## src/itp_pkg.sv

```systemverilog
package itp_pkg;

  // Digit value that no radix accepts.
  localparam logic [5:0] NOT_A_DIGIT = 6'd36;

  // Depth of the queue between the classifier and the scanner.
  localparam int QDEPTH = 2;
  localparam int QPTR_W = 1;

  // Configuration register indexes.
  localparam logic [1:0] CFG_NUMBER_BASE   = 2'd0;
  localparam logic [1:0] CFG_SIGNED_RESULT = 2'd1;
  localparam logic [1:0] CFG_WIDE_RESULT   = 2'd2;

  // Result status codes.
  localparam logic [1:0] ST_OK       = 2'd0;
  localparam logic [1:0] ST_BAD_BASE = 2'd1;
  localparam logic [1:0] ST_RANGE    = 2'd2;

  typedef enum logic [2:0] {
    PH_SPACE,
    PH_NUMBER,
    PH_ZERO,
    PH_XMARK,
    PH_DIGITS,
    PH_DONE
  } phase_t;

  // One classified character.
  typedef struct packed {
    logic [5:0] digit;
    logic       blank;
    logic       plus;
    logic       minus;
    logic       xmark;
    logic       zero;
    logic       last;
  } class_t;

  typedef struct packed {
    logic [5:0] number_base;
    logic       signed_result;
    logic       wide_result;
  } cfg_t;

endpackage

```

## src/itp_classify.sv

```systemverilog
module itp_classify (
  input  logic [7:0]      character,
  input  logic            last_char,
  output itp_pkg::class_t cls
);
  import itp_pkg::*;

  localparam logic [7:0] CH_0     = 8'h30;
  localparam logic [7:0] CH_9     = 8'h39;
  localparam logic [7:0] CH_LA    = 8'h61;
  localparam logic [7:0] CH_LZ    = 8'h7A;
  localparam logic [7:0] CH_UA    = 8'h41;
  localparam logic [7:0] CH_UZ    = 8'h5A;
  localparam logic [7:0] CH_SPACE = 8'h20;
  localparam logic [7:0] CH_TAB   = 8'h09;
  localparam logic [7:0] CH_CR    = 8'h0D;
  localparam logic [7:0] CH_PLUS  = 8'h2B;
  localparam logic [7:0] CH_MINUS = 8'h2D;
  localparam logic [7:0] CH_LX    = 8'h78;
  localparam logic [7:0] CH_UX    = 8'h58;

  always_comb begin
    if (character inside {[CH_0:CH_9]}) begin
      cls.digit = 6'(character - CH_0);
    end else if (character inside {[CH_LA:CH_LZ]}) begin
      cls.digit = 6'(character - CH_LA + 8'd10);
    end else if (character inside {[CH_UA:CH_UZ]}) begin
      cls.digit = 6'(character - CH_UA + 8'd10);
    end else begin
      cls.digit = NOT_A_DIGIT;
    end
    cls.blank = (character == CH_SPACE) || (character inside {[CH_TAB:CH_CR]});
    cls.plus  = (character == CH_PLUS);
    cls.minus = (character == CH_MINUS);
    cls.xmark = (character == CH_LX) || (character == CH_UX);
    cls.zero  = (character == CH_0);
    cls.last  = last_char;
  end

endmodule

```

## src/itp_queue.sv

```systemverilog
module itp_queue (
  input  logic            clk,
  input  logic            rst_n,
  input  logic            push_valid,
  output logic            push_stall,
  input  itp_pkg::class_t push_data,
  output logic            pop_valid,
  input  logic            pop,
  output itp_pkg::class_t pop_data
);
  import itp_pkg::*;

  class_t            mem [QDEPTH];
  logic [QPTR_W-1:0] wr_ptr_r, wr_ptr_nxt;
  logic [QPTR_W-1:0] rd_ptr_r, rd_ptr_nxt;
  logic [QPTR_W:0]   count_r, count_nxt;
  logic              push;

  assign push_stall = (count_r == (QPTR_W + 1)'(QDEPTH));
  assign push       = push_valid && !push_stall;
  assign pop_valid  = (count_r != '0);
  assign pop_data   = mem[rd_ptr_r];

  always_comb begin
    wr_ptr_nxt = push ? wr_ptr_r + 1'b1 : wr_ptr_r;
    rd_ptr_nxt = pop ? rd_ptr_r + 1'b1 : rd_ptr_r;
    count_nxt  = count_r + (QPTR_W + 1)'(push) - (QPTR_W + 1)'(pop);
  end

  always_ff @(posedge clk) begin
    if (!rst_n) begin
      wr_ptr_r <= '0;
      rd_ptr_r <= '0;
      count_r  <= '0;
    end else begin
      wr_ptr_r <= wr_ptr_nxt;
      rd_ptr_r <= rd_ptr_nxt;
      count_r  <= count_nxt;
    end
  end

  always_ff @(posedge clk) begin
    if (push) begin
      mem[wr_ptr_r] <= push_data;
    end
  end

endmodule

```

## src/itp_scan.sv

```systemverilog
module itp_scan #(
  parameter int MAX_TEXT_CHARS = 4095
) (
  input  logic            clk,
  input  logic            rst_n,
  input  itp_pkg::cfg_t   cfg,
  input  logic            item_valid,
  input  itp_pkg::class_t item,
  output logic            item_pop,
  output logic            out_valid,
  input  logic            out_stall,
  output logic [63:0]     out_value,
  output logic [11:0]     out_end_offset,
  output logic [1:0]      out_status
);
  import itp_pkg::*;

  localparam int CW = $clog2(MAX_TEXT_CHARS + 1);

  // Per-text scan state.
  phase_t        phase_r, phase_nxt;
  logic [63:0]   acc_r, acc_nxt;
  logic          neg_r, neg_nxt;
  logic          saw_r, saw_nxt;
  logic          ovf_r, ovf_nxt;
  logic [5:0]    base_r, base_nxt;
  logic [CW-1:0] cnt_r, cnt_inc;
  logic [CW-1:0] dend_r, dend_nxt;

  // Finishing stage: the state of a text whose last character was scanned.
  logic          fin_valid_r;
  logic [63:0]   fin_acc_r;
  logic          fin_neg_r;
  logic          fin_saw_r;
  logic          fin_ovf_r;
  logic [5:0]    fin_base_r;
  logic [CW-1:0] fin_dend_r;

  logic          out_valid_r;
  logic [63:0]   out_value_r, out_value_nxt;
  logic [11:0]   out_end_r, out_end_nxt;
  logic [1:0]    out_status_r, out_status_nxt;

  logic [5:0]    base_eff;
  logic          base_bad;
  logic          hex_zero;
  logic [5:0]    take_base;
  logic          digit_ok;
  logic [69:0]   mac;
  logic          mac_carry;
  logic          take;
  logic          lead_zero;
  logic          set_sign;
  logic          fin_adv;
  logic          fin_load;

  // The radix is latched from the register on the first character of a text.
  assign base_eff  = (cnt_r == '0) ? cfg.number_base : base_r;
  assign base_bad  = (base_eff == 6'd1) || (base_eff > 6'd36);
  assign hex_zero  = item.zero && ((base_eff == 6'd0) || (base_eff == 6'd16));
  assign cnt_inc   = (cnt_r < CW'(MAX_TEXT_CHARS)) ? cnt_r + 1'b1 : cnt_r;

  always_comb begin
    case (phase_r)
      PH_XMARK:           take_base = 6'd16;
      PH_SPACE, PH_NUMBER: take_base = (base_eff == 6'd0) ? 6'd10 : base_eff;
      default:            take_base = base_eff;
    endcase
  end

  assign digit_ok  = (take_base >= 6'd2) && (item.digit < take_base);
  // A 64 by 6 bit multiply-add; any bit above 63 means the magnitude overflowed.
  assign mac       = 70'(acc_r) * 70'(take_base) + 70'(item.digit);
  assign mac_carry = (mac[69:64] != '0);

  // Next phase.
  always_comb begin
    phase_nxt = phase_r;
    case (phase_r)
      PH_SPACE, PH_NUMBER: begin
        if (phase_r == PH_SPACE && item.blank) begin
          phase_nxt = PH_SPACE;
        end else if (phase_r == PH_SPACE && (item.plus || item.minus)) begin
          phase_nxt = PH_NUMBER;
        end else if (base_bad) begin
          phase_nxt = PH_DONE;
        end else if (hex_zero) begin
          phase_nxt = PH_ZERO;
        end else begin
          phase_nxt = digit_ok ? PH_DIGITS : PH_DONE;
        end
      end
      PH_ZERO: begin
        if (item.xmark) begin
          phase_nxt = PH_XMARK;
        end else begin
          phase_nxt = digit_ok ? PH_DIGITS : PH_DONE;
        end
      end
      PH_XMARK, PH_DIGITS: begin
        phase_nxt = digit_ok ? PH_DIGITS : PH_DONE;
      end
      default: phase_nxt = phase_r;
    endcase
  end

  // Actions on the datapath.
  always_comb begin
    take      = 1'b0;
    lead_zero = 1'b0;
    set_sign  = 1'b0;
    base_nxt  = base_eff;
    case (phase_r)
      PH_SPACE, PH_NUMBER: begin
        if (phase_r == PH_SPACE && item.blank) begin
          set_sign = 1'b0;
        end else if (phase_r == PH_SPACE && (item.plus || item.minus)) begin
          set_sign = 1'b1;
        end else if (!base_bad) begin
          if (hex_zero) begin
            lead_zero = 1'b1;
            base_nxt  = (base_eff == 6'd0) ? 6'd8 : base_eff;
          end else begin
            base_nxt = take_base;
            take     = digit_ok;
          end
        end
      end
      PH_ZERO: begin
        take = !item.xmark && digit_ok;
      end
      PH_XMARK: begin
        take = digit_ok;
        if (digit_ok) begin
          base_nxt = 6'd16;
        end
      end
      PH_DIGITS: begin
        take = digit_ok;
      end
      default: take = 1'b0;
    endcase

    neg_nxt  = set_sign ? item.minus : neg_r;
    ovf_nxt  = ovf_r || (take && mac_carry);
    saw_nxt  = saw_r || take || lead_zero;
    dend_nxt = (take || lead_zero) ? cnt_inc : dend_r;
    if (take) begin
      acc_nxt = (ovf_r || mac_carry) ? '1 : mac[63:0];
    end else if (lead_zero) begin
      acc_nxt = '0;
    end else begin
      acc_nxt = acc_r;
    end
  end

  assign fin_adv  = fin_valid_r && (!out_valid_r || !out_stall);
  assign item_pop = item_valid && (!item.last || !fin_valid_r || fin_adv);
  assign fin_load = item_pop && item.last;

  always_ff @(posedge clk) begin
    if (!rst_n) begin
      phase_r <= PH_SPACE;
      acc_r   <= '0;
      neg_r   <= 1'b0;
      saw_r   <= 1'b0;
      ovf_r   <= 1'b0;
      base_r  <= 6'd10;
      cnt_r   <= '0;
      dend_r  <= '0;
    end else if (item_pop) begin
      base_r <= base_nxt;
      if (item.last) begin
        phase_r <= PH_SPACE;
        acc_r   <= '0;
        neg_r   <= 1'b0;
        saw_r   <= 1'b0;
        ovf_r   <= 1'b0;
        cnt_r   <= '0;
        dend_r  <= '0;
      end else begin
        phase_r <= phase_nxt;
        acc_r   <= acc_nxt;
        neg_r   <= neg_nxt;
        saw_r   <= saw_nxt;
        ovf_r   <= ovf_nxt;
        cnt_r   <= cnt_inc;
        dend_r  <= dend_nxt;
      end
    end
  end

  always_ff @(posedge clk) begin
    if (!rst_n) begin
      fin_valid_r <= 1'b0;
      out_valid_r <= 1'b0;
    end else begin
      fin_valid_r <= fin_load || (fin_valid_r && !fin_adv);
      out_valid_r <= fin_adv || (out_valid_r && out_stall);
    end
  end

  always_ff @(posedge clk) begin
    if (fin_load) begin
      fin_acc_r  <= acc_nxt;
      fin_neg_r  <= neg_nxt;
      fin_saw_r  <= saw_nxt;
      fin_ovf_r  <= ovf_nxt;
      fin_base_r <= base_nxt;
      fin_dend_r <= dend_nxt;
    end
    if (fin_adv) begin
      out_value_r  <= out_value_nxt;
      out_end_r    <= out_end_nxt;
      out_status_r <= out_status_nxt;
    end
  end

  // Result formatting: limits, saturation and negation for the chosen mode.
  logic [63:0]    mask;
  logic [63:0]    limit;
  logic [63:0]    val;
  logic [CW+11:0] dend_ext;

  assign dend_ext = {12'd0, fin_dend_r};

  always_comb begin
    mask = cfg.wide_result ? 64'hFFFF_FFFF_FFFF_FFFF : 64'h0000_0000_FFFF_FFFF;
    if (cfg.signed_result) begin
      limit = cfg.wide_result ? 64'h7FFF_FFFF_FFFF_FFFF : 64'h0000_0000_7FFF_FFFF;
      if (fin_neg_r) begin
        limit = limit + 64'd1;
      end
    end else begin
      limit = mask;
    end

    val            = '0;
    out_end_nxt    = '0;
    out_status_nxt = ST_OK;
    if ((fin_base_r == 6'd1) || (fin_base_r > 6'd36)) begin
      out_status_nxt = ST_BAD_BASE;
    end else if (fin_saw_r) begin
      out_end_nxt = dend_ext[11:0];
      if (fin_ovf_r || (fin_acc_r > limit)) begin
        out_status_nxt = ST_RANGE;
        val = (cfg.signed_result && fin_neg_r) ? 64'd0 - limit : limit;
      end else begin
        val = fin_neg_r ? 64'd0 - fin_acc_r : fin_acc_r;
      end
    end
    out_value_nxt = val & mask;
  end

  assign out_valid      = out_valid_r;
  assign out_value      = out_value_r;
  assign out_end_offset = out_end_r;
  assign out_status     = out_status_r;

endmodule

```

## src/integer_text_parser_core.sv

```systemverilog
// Streaming text-to-integer parser with strtol semantics.
// Input channel: one text byte per beat on in_character, with in_last_char
// marking the final byte of a text. The block asserts in_stall only when its
// two-entry input queue is full. A beat of in_valid high and in_stall low is
// accepted.
// Output channel: one result beat per text (out_value, out_end_offset,
// out_status), held stable while out_stall is high.
// Configuration: cfg_we writes cfg_data to register cfg_index (0 radix,
// 1 signed mode, 2 64-bit mode); write only while no text is in flight.
// Throughput is one byte per cycle while the output is not stalled: each byte
// costs one pass through the scanner's 64 by 6 bit multiply-add. out_valid
// rises once the last byte has passed from the queue through the scanner's
// finishing stage into the result formatting register.
// A stalled receiver first fills the output register, then the formatting
// stage, after which texts stop at their last byte and the queue fills.
// Reset is synchronous: the queue empties, all pending results are dropped,
// and the registers return to radix 10, signed, 64-bit.
module integer_text_parser_core #(
  parameter int MAX_TEXT_CHARS = 4095
) (
  input  logic        clk,
  input  logic        rst_n,
  input  logic        in_valid,
  output logic        in_stall,
  input  logic [7:0]  in_character,
  input  logic        in_last_char,
  output logic        out_valid,
  input  logic        out_stall,
  output logic [63:0] out_value,
  output logic [11:0] out_end_offset,
  output logic [1:0]  out_status,
  input  logic        cfg_we,
  input  logic [1:0]  cfg_index,
  input  logic [5:0]  cfg_data
);
  import itp_pkg::*;

  cfg_t   cfg_r;
  class_t in_cls;
  class_t q_item;
  logic   q_valid;
  logic   q_pop;

  always_ff @(posedge clk) begin
    if (!rst_n) begin
      cfg_r.number_base   <= 6'd10;
      cfg_r.signed_result <= 1'b1;
      cfg_r.wide_result   <= 1'b1;
    end else if (cfg_we) begin
      case (cfg_index)
        CFG_NUMBER_BASE:   cfg_r.number_base   <= cfg_data;
        CFG_SIGNED_RESULT: cfg_r.signed_result <= cfg_data[0];
        CFG_WIDE_RESULT:   cfg_r.wide_result   <= cfg_data[0];
        default: ;
      endcase
    end
  end

  itp_classify u_classify (
    .character (in_character),
    .last_char (in_last_char),
    .cls       (in_cls)
  );

  itp_queue u_queue (
    .clk        (clk),
    .rst_n      (rst_n),
    .push_valid (in_valid),
    .push_stall (in_stall),
    .push_data  (in_cls),
    .pop_valid  (q_valid),
    .pop        (q_pop),
    .pop_data   (q_item)
  );

  itp_scan #(
    .MAX_TEXT_CHARS (MAX_TEXT_CHARS)
  ) u_scan (
    .clk            (clk),
    .rst_n          (rst_n),
    .cfg            (cfg_r),
    .item_valid     (q_valid),
    .item           (q_item),
    .item_pop       (q_pop),
    .out_valid      (out_valid),
    .out_stall      (out_stall),
    .out_value      (out_value),
    .out_end_offset (out_end_offset),
    .out_status     (out_status)
  );

endmodule
```

## config.mk

```make
export PLATFORM = sky130hd
export DESIGN_NAME = integer_text_parser_core
export DESIGN_NICKNAME = d
export VERILOG_FILES = /design/src/itp_pkg.sv /design/src/itp_classify.sv /design/src/itp_queue.sv /design/src/itp_scan.sv /design/src/integer_text_parser_core.sv
export SDC_FILE = /design/constraint.sdc
export NUM_CORES = 2
export LEC_CHECK = 0
export BUFFER_PORTS_ARGS = -buffer_cell sky130_fd_sc_hd__buf_2
export CAP_MARGIN = 20
export CORE_MARGIN = 3
export CORE_UTILIZATION = 25
export DETAILED_ROUTE_END_ITERATION = 8
export SLEW_MARGIN = 30
export SYNTH_ARGS = -nofsm -noshare
export SYNTH_HDL_FRONTEND = slang
export SYNTH_SLANG_ARGS = --single-unit
```

## constraint.sdc

```tcl
create_clock -name clk -period 15 [get_ports clk]
set_input_delay 0.75 -clock clk [delete_from_list [all_inputs] [get_ports clk]]
set_output_delay 0.75 -clock clk [all_outputs]
set_load 0.05 [all_outputs]
```

==> metrics.md <==
| Metric | Value |
|---|---|
| Top-count cell post-synth | fa_1 |
| R2R depth | 27 |
| Pin count of the biggest net entering global routing | 80 |
| Crit path launch type | flop |
| Finished Layout Cells | 4,425 |
| Clk pin slew, worst setup/hold paths | around 0.060 ns |
| Worst Path Required | 15.29 ns |
| GP Congestion | 0.883 |
| Tcrit/Tclk final | 69.5% |
| Setup Viol. Count Final | 0 |
| Post-placement cell count | 4,359 |
| Largest cells by area after synthesis | edfxtp_1 (20%), fa_1 (18%), ha_1 (10%) |
| Core area | 113,000 um^2 |
| RSZ-0062 raised after global routing | no |
| Seq cells post-synth | 302 |
| Largest area contributor in the netlist | edfxtp_1 |
| Via Count | 22,243 |
| Row count | 123 |
| CTS resizes | 0 |
| CTS root buf | clkbuf_16 |
| Die Y | 344 um |
| Commonest cells post-synth | fa_1 (252), ha_1 (234), nand2_1 (212) |
| Vias in the first global route | 22,738 |
| Antenna viol nets, final | 0 |
| # hold bufs at CTS | 0 |
| Leak pwr | 14.2 nW |
| Worst path arrival time | ~11 ns |
| Die Wd | approximately 340 um |
| Syn Inst Count | 2,904 |
| Hold Path Class | primary input to flop |
| Min Tclk post-route | 10.42 ns |
| Postcts setup bufs | 0 |
| Drt via density | 5.03 |
| Total GRT Usage | 13.4% |
| CTS sink count | 302 |
| Initial DRT Pass Iterations | 6 |
| Max rail drop VDD | 0.0662 mV |
| Synth top area share | 19.7% |
| Worst-path fanout max | 64 |
| Layout cells sized above 1 | 8.44% |
| Yosys warning count | 0 |
| Maximum clock path buffer count | 3 |
| Post-synth EDFFs | 187 |
| Overflow after GRT | 0 |
| Mapped Nets | 3,412 |
| Sequential element share of the synthesized area | 27.8% |
| H-tree levels | 2 |
| Average cell area after synthesis | 9.82 um^2 |
| First-pass GRT wire length | 128 mm |
| Relative slew slack | 33.0% |
| Starting Density | 25.3% |
| DRC errors left | 0 |
| Clock Latency Late Sink | between 0.5 and 0.6 ns |
| Final #Nets | 3,405 |
| Wire per inst | ~18 um |
| Ys flop type | edfxtp_1 |
| Fin. Hold Viols | 0 |
| Pwr dens | 103 nW/um^2 |
| Number of DRC markers after the initial detailed-route iteration | 1,642 |
| Num ports | between 100 and 150 |
| CTS tree | done |
| Port buffer count | 101 |
| Clock skew | approximately 0.029 ns |
| Total CTS buffers | 36 |
| Max frequency | 0.0959 GHz |
| Async set-or-reset flop fraction in the synthesized netlist | 0% |
| Status | finished clean |
| Area growth, synth to finish | 11.5% |
| Hold Path Depth | 1 |
| Worst slew pin tran | 1.00 ns |
| Initial antenna violation count | 0 |
| Post-DP HPWL | 58.0 mm |
| Total Routed Length | between 70 and 80 mm |
| Post-Syn Area | around 29,000 um^2 |
| Diode count | 0 |
| Number of distinct library cells after synthesis | 76 |
| Die ar. | 118,000 um^2 |
| Max Cap Violations | 0 |
| Pins Over Slew Limit | 0 |
| Endpoint class of the critical path | flop |
| Critical setup path kind | flop to flop |
| Setup TNS | 0 ns |
## worst paths after layout
path / end / startpoint / slack, ns
worst max-delay path: u_scan.fin_acc_r[19] / u_scan.cnt_r[0] / 4.58
worst min-delay path: u_queue.mem[1][0] / in_last_char / 0.38
worst min register to register: u_scan.saw_r / u_scan.saw_r / 0.46
worst max register to register: u_scan.fin_acc_r[19] / u_scan.cnt_r[0] / 4.58
## registers in the layout (all words and copies together), names as in the netlist, 2 cells and up, named ones only
signal and cells:
u_scan.acc_r 64, u_scan.fin_acc_r 64, u_scan.out_value 64, u_queue.mem 24
u_scan.cnt_r 12, u_scan.dend_r 12, u_scan.fin_dend_r 12, u_scan.out_end_offset 12
cfg_r 8, u_scan.base_r 6, u_scan.fin_base_r 6, u_scan.phase_r 3
u_queue.count_r 2, u_scan.out_status 2
## placed cells by master (no fill, tap or decap), types with 10 or more instances in the layout
cell type / count
fa_1: 252
ha_1: 234
nand2_1: 211
and2_1: 210
edfxtp_1: 187
a21oi_1: 163
nor2_1: 143
nor2b_1: 138
o21ai_0: 120
dfxtp_1: 115
buf_2: 101
xor2_1: 90
and3_1: 83
inv_1: 76
a22oi_1: 70
a221o_1: 56
nand4_1: 48
a211oi_1: 46
xnor2_1: 46
nand3_1: 39
nor3_1: 37
clkbuf_16: 36
o31ai_1: 32
mux2i_1: 30
o211ai_1: 27
a21o_1: 23
or3_1: 21
buf_4: 21
mux2_2: 19
nand2b_1: 19
o21a_1: 12
a31oi_1: 12
nor4_1: 11
and4_1: 11
or2_2: 10
o21bai_1: 10
## metal layers
metal	routed length, um	vias to the layer above	share of wire, %	global-route usage, %
met5	0	-	0	0
li1	-	10484	-	-
met3	5010	110	6.4	1.83
met4	2270	0	2.9	4.14
met2	36900	643	47	22.3
met1	34500	11006	44	17.9
## kinds of logic (layout without fill, tap and decap cells)
kind of cell	Yosys count	count (layout)	synth area share, %
and+or+nand+nor	1023	1023	19.4
adders and majority gates	486	486	28.0
xor gates and xnor gates	136	136	4.18
DFF	302	302	27.8
AOI/OAI and AO/OA	660	660	15.6
muxes	49	49	1.80
buffers and inverters	248	269	3.27
## power breakdown
group / switching [W] / leakage [nW] / internal [W] / total (W)
clock: 0.000386 / 0.583 / 0.000515 / 0.000901
combinational: 0.000824 / 11.0 / 0.000357 / 0.00118
sequential: 0.000139 / 2.71 / 0.00107 / 0.00121
total: 0.00135 / 14.2 / 0.00194 / 0.00329
## layout make-up
cell class	instances	area [um^2]
clock buffers	44	951
clock inverters	22	249
fillers	11819	81000
inverters	80	302
multi-input cells	2354	19800
flip-flops and latches	302	7920
well taps	1500	1880
repair buffers	123	674
## through the flow
step	worst slack [ns]	total power, W	hold slack (ns)	cell area (um^2)	util [%]
2_1_floorplan	6.73	0.00203	0.431	28500	-
3_3_place_gp	4.59	0.00238	0.438	30500	27.1
3_5_place_dp	4.27	0.00240	0.451	30600	27.1
4_1_cts	4.26	0.00331	0.352	31800	28.2
5_1_grt	3.71	0.00349	0.368	31800	28.2
6_report	4.58	0.00329	0.383	31800	28.2
## worst max-delay path: stages (launching register included)
cell	delay, ns
dfxtp_1	0.36
inv_1	0.12
ha_1	0.14
nor4b_1	0.54
nand3_1	0.58
mux2_2	0.38
buf_4	0.53
nor3_1	0.18
nand3_1	0.15
o21a_2	0.71
buf_4	0.54
nor2b_1	0.12
fa_1	0.53
fa_1	0.45
fa_1	0.49
ha_1	0.31
ha_1	0.46
a21oi_1	0.26
o21ai_0	0.25
a21o_1	0.23
o221a_2	0.24
o41ai_1	0.48
and4_1	0.29
o22ai_1	0.11
a2111oi_2	0.58
a21oi_4	0.28
buf_4	0.38
a221o_1	0.35
(Power assumes the default switching activity.)
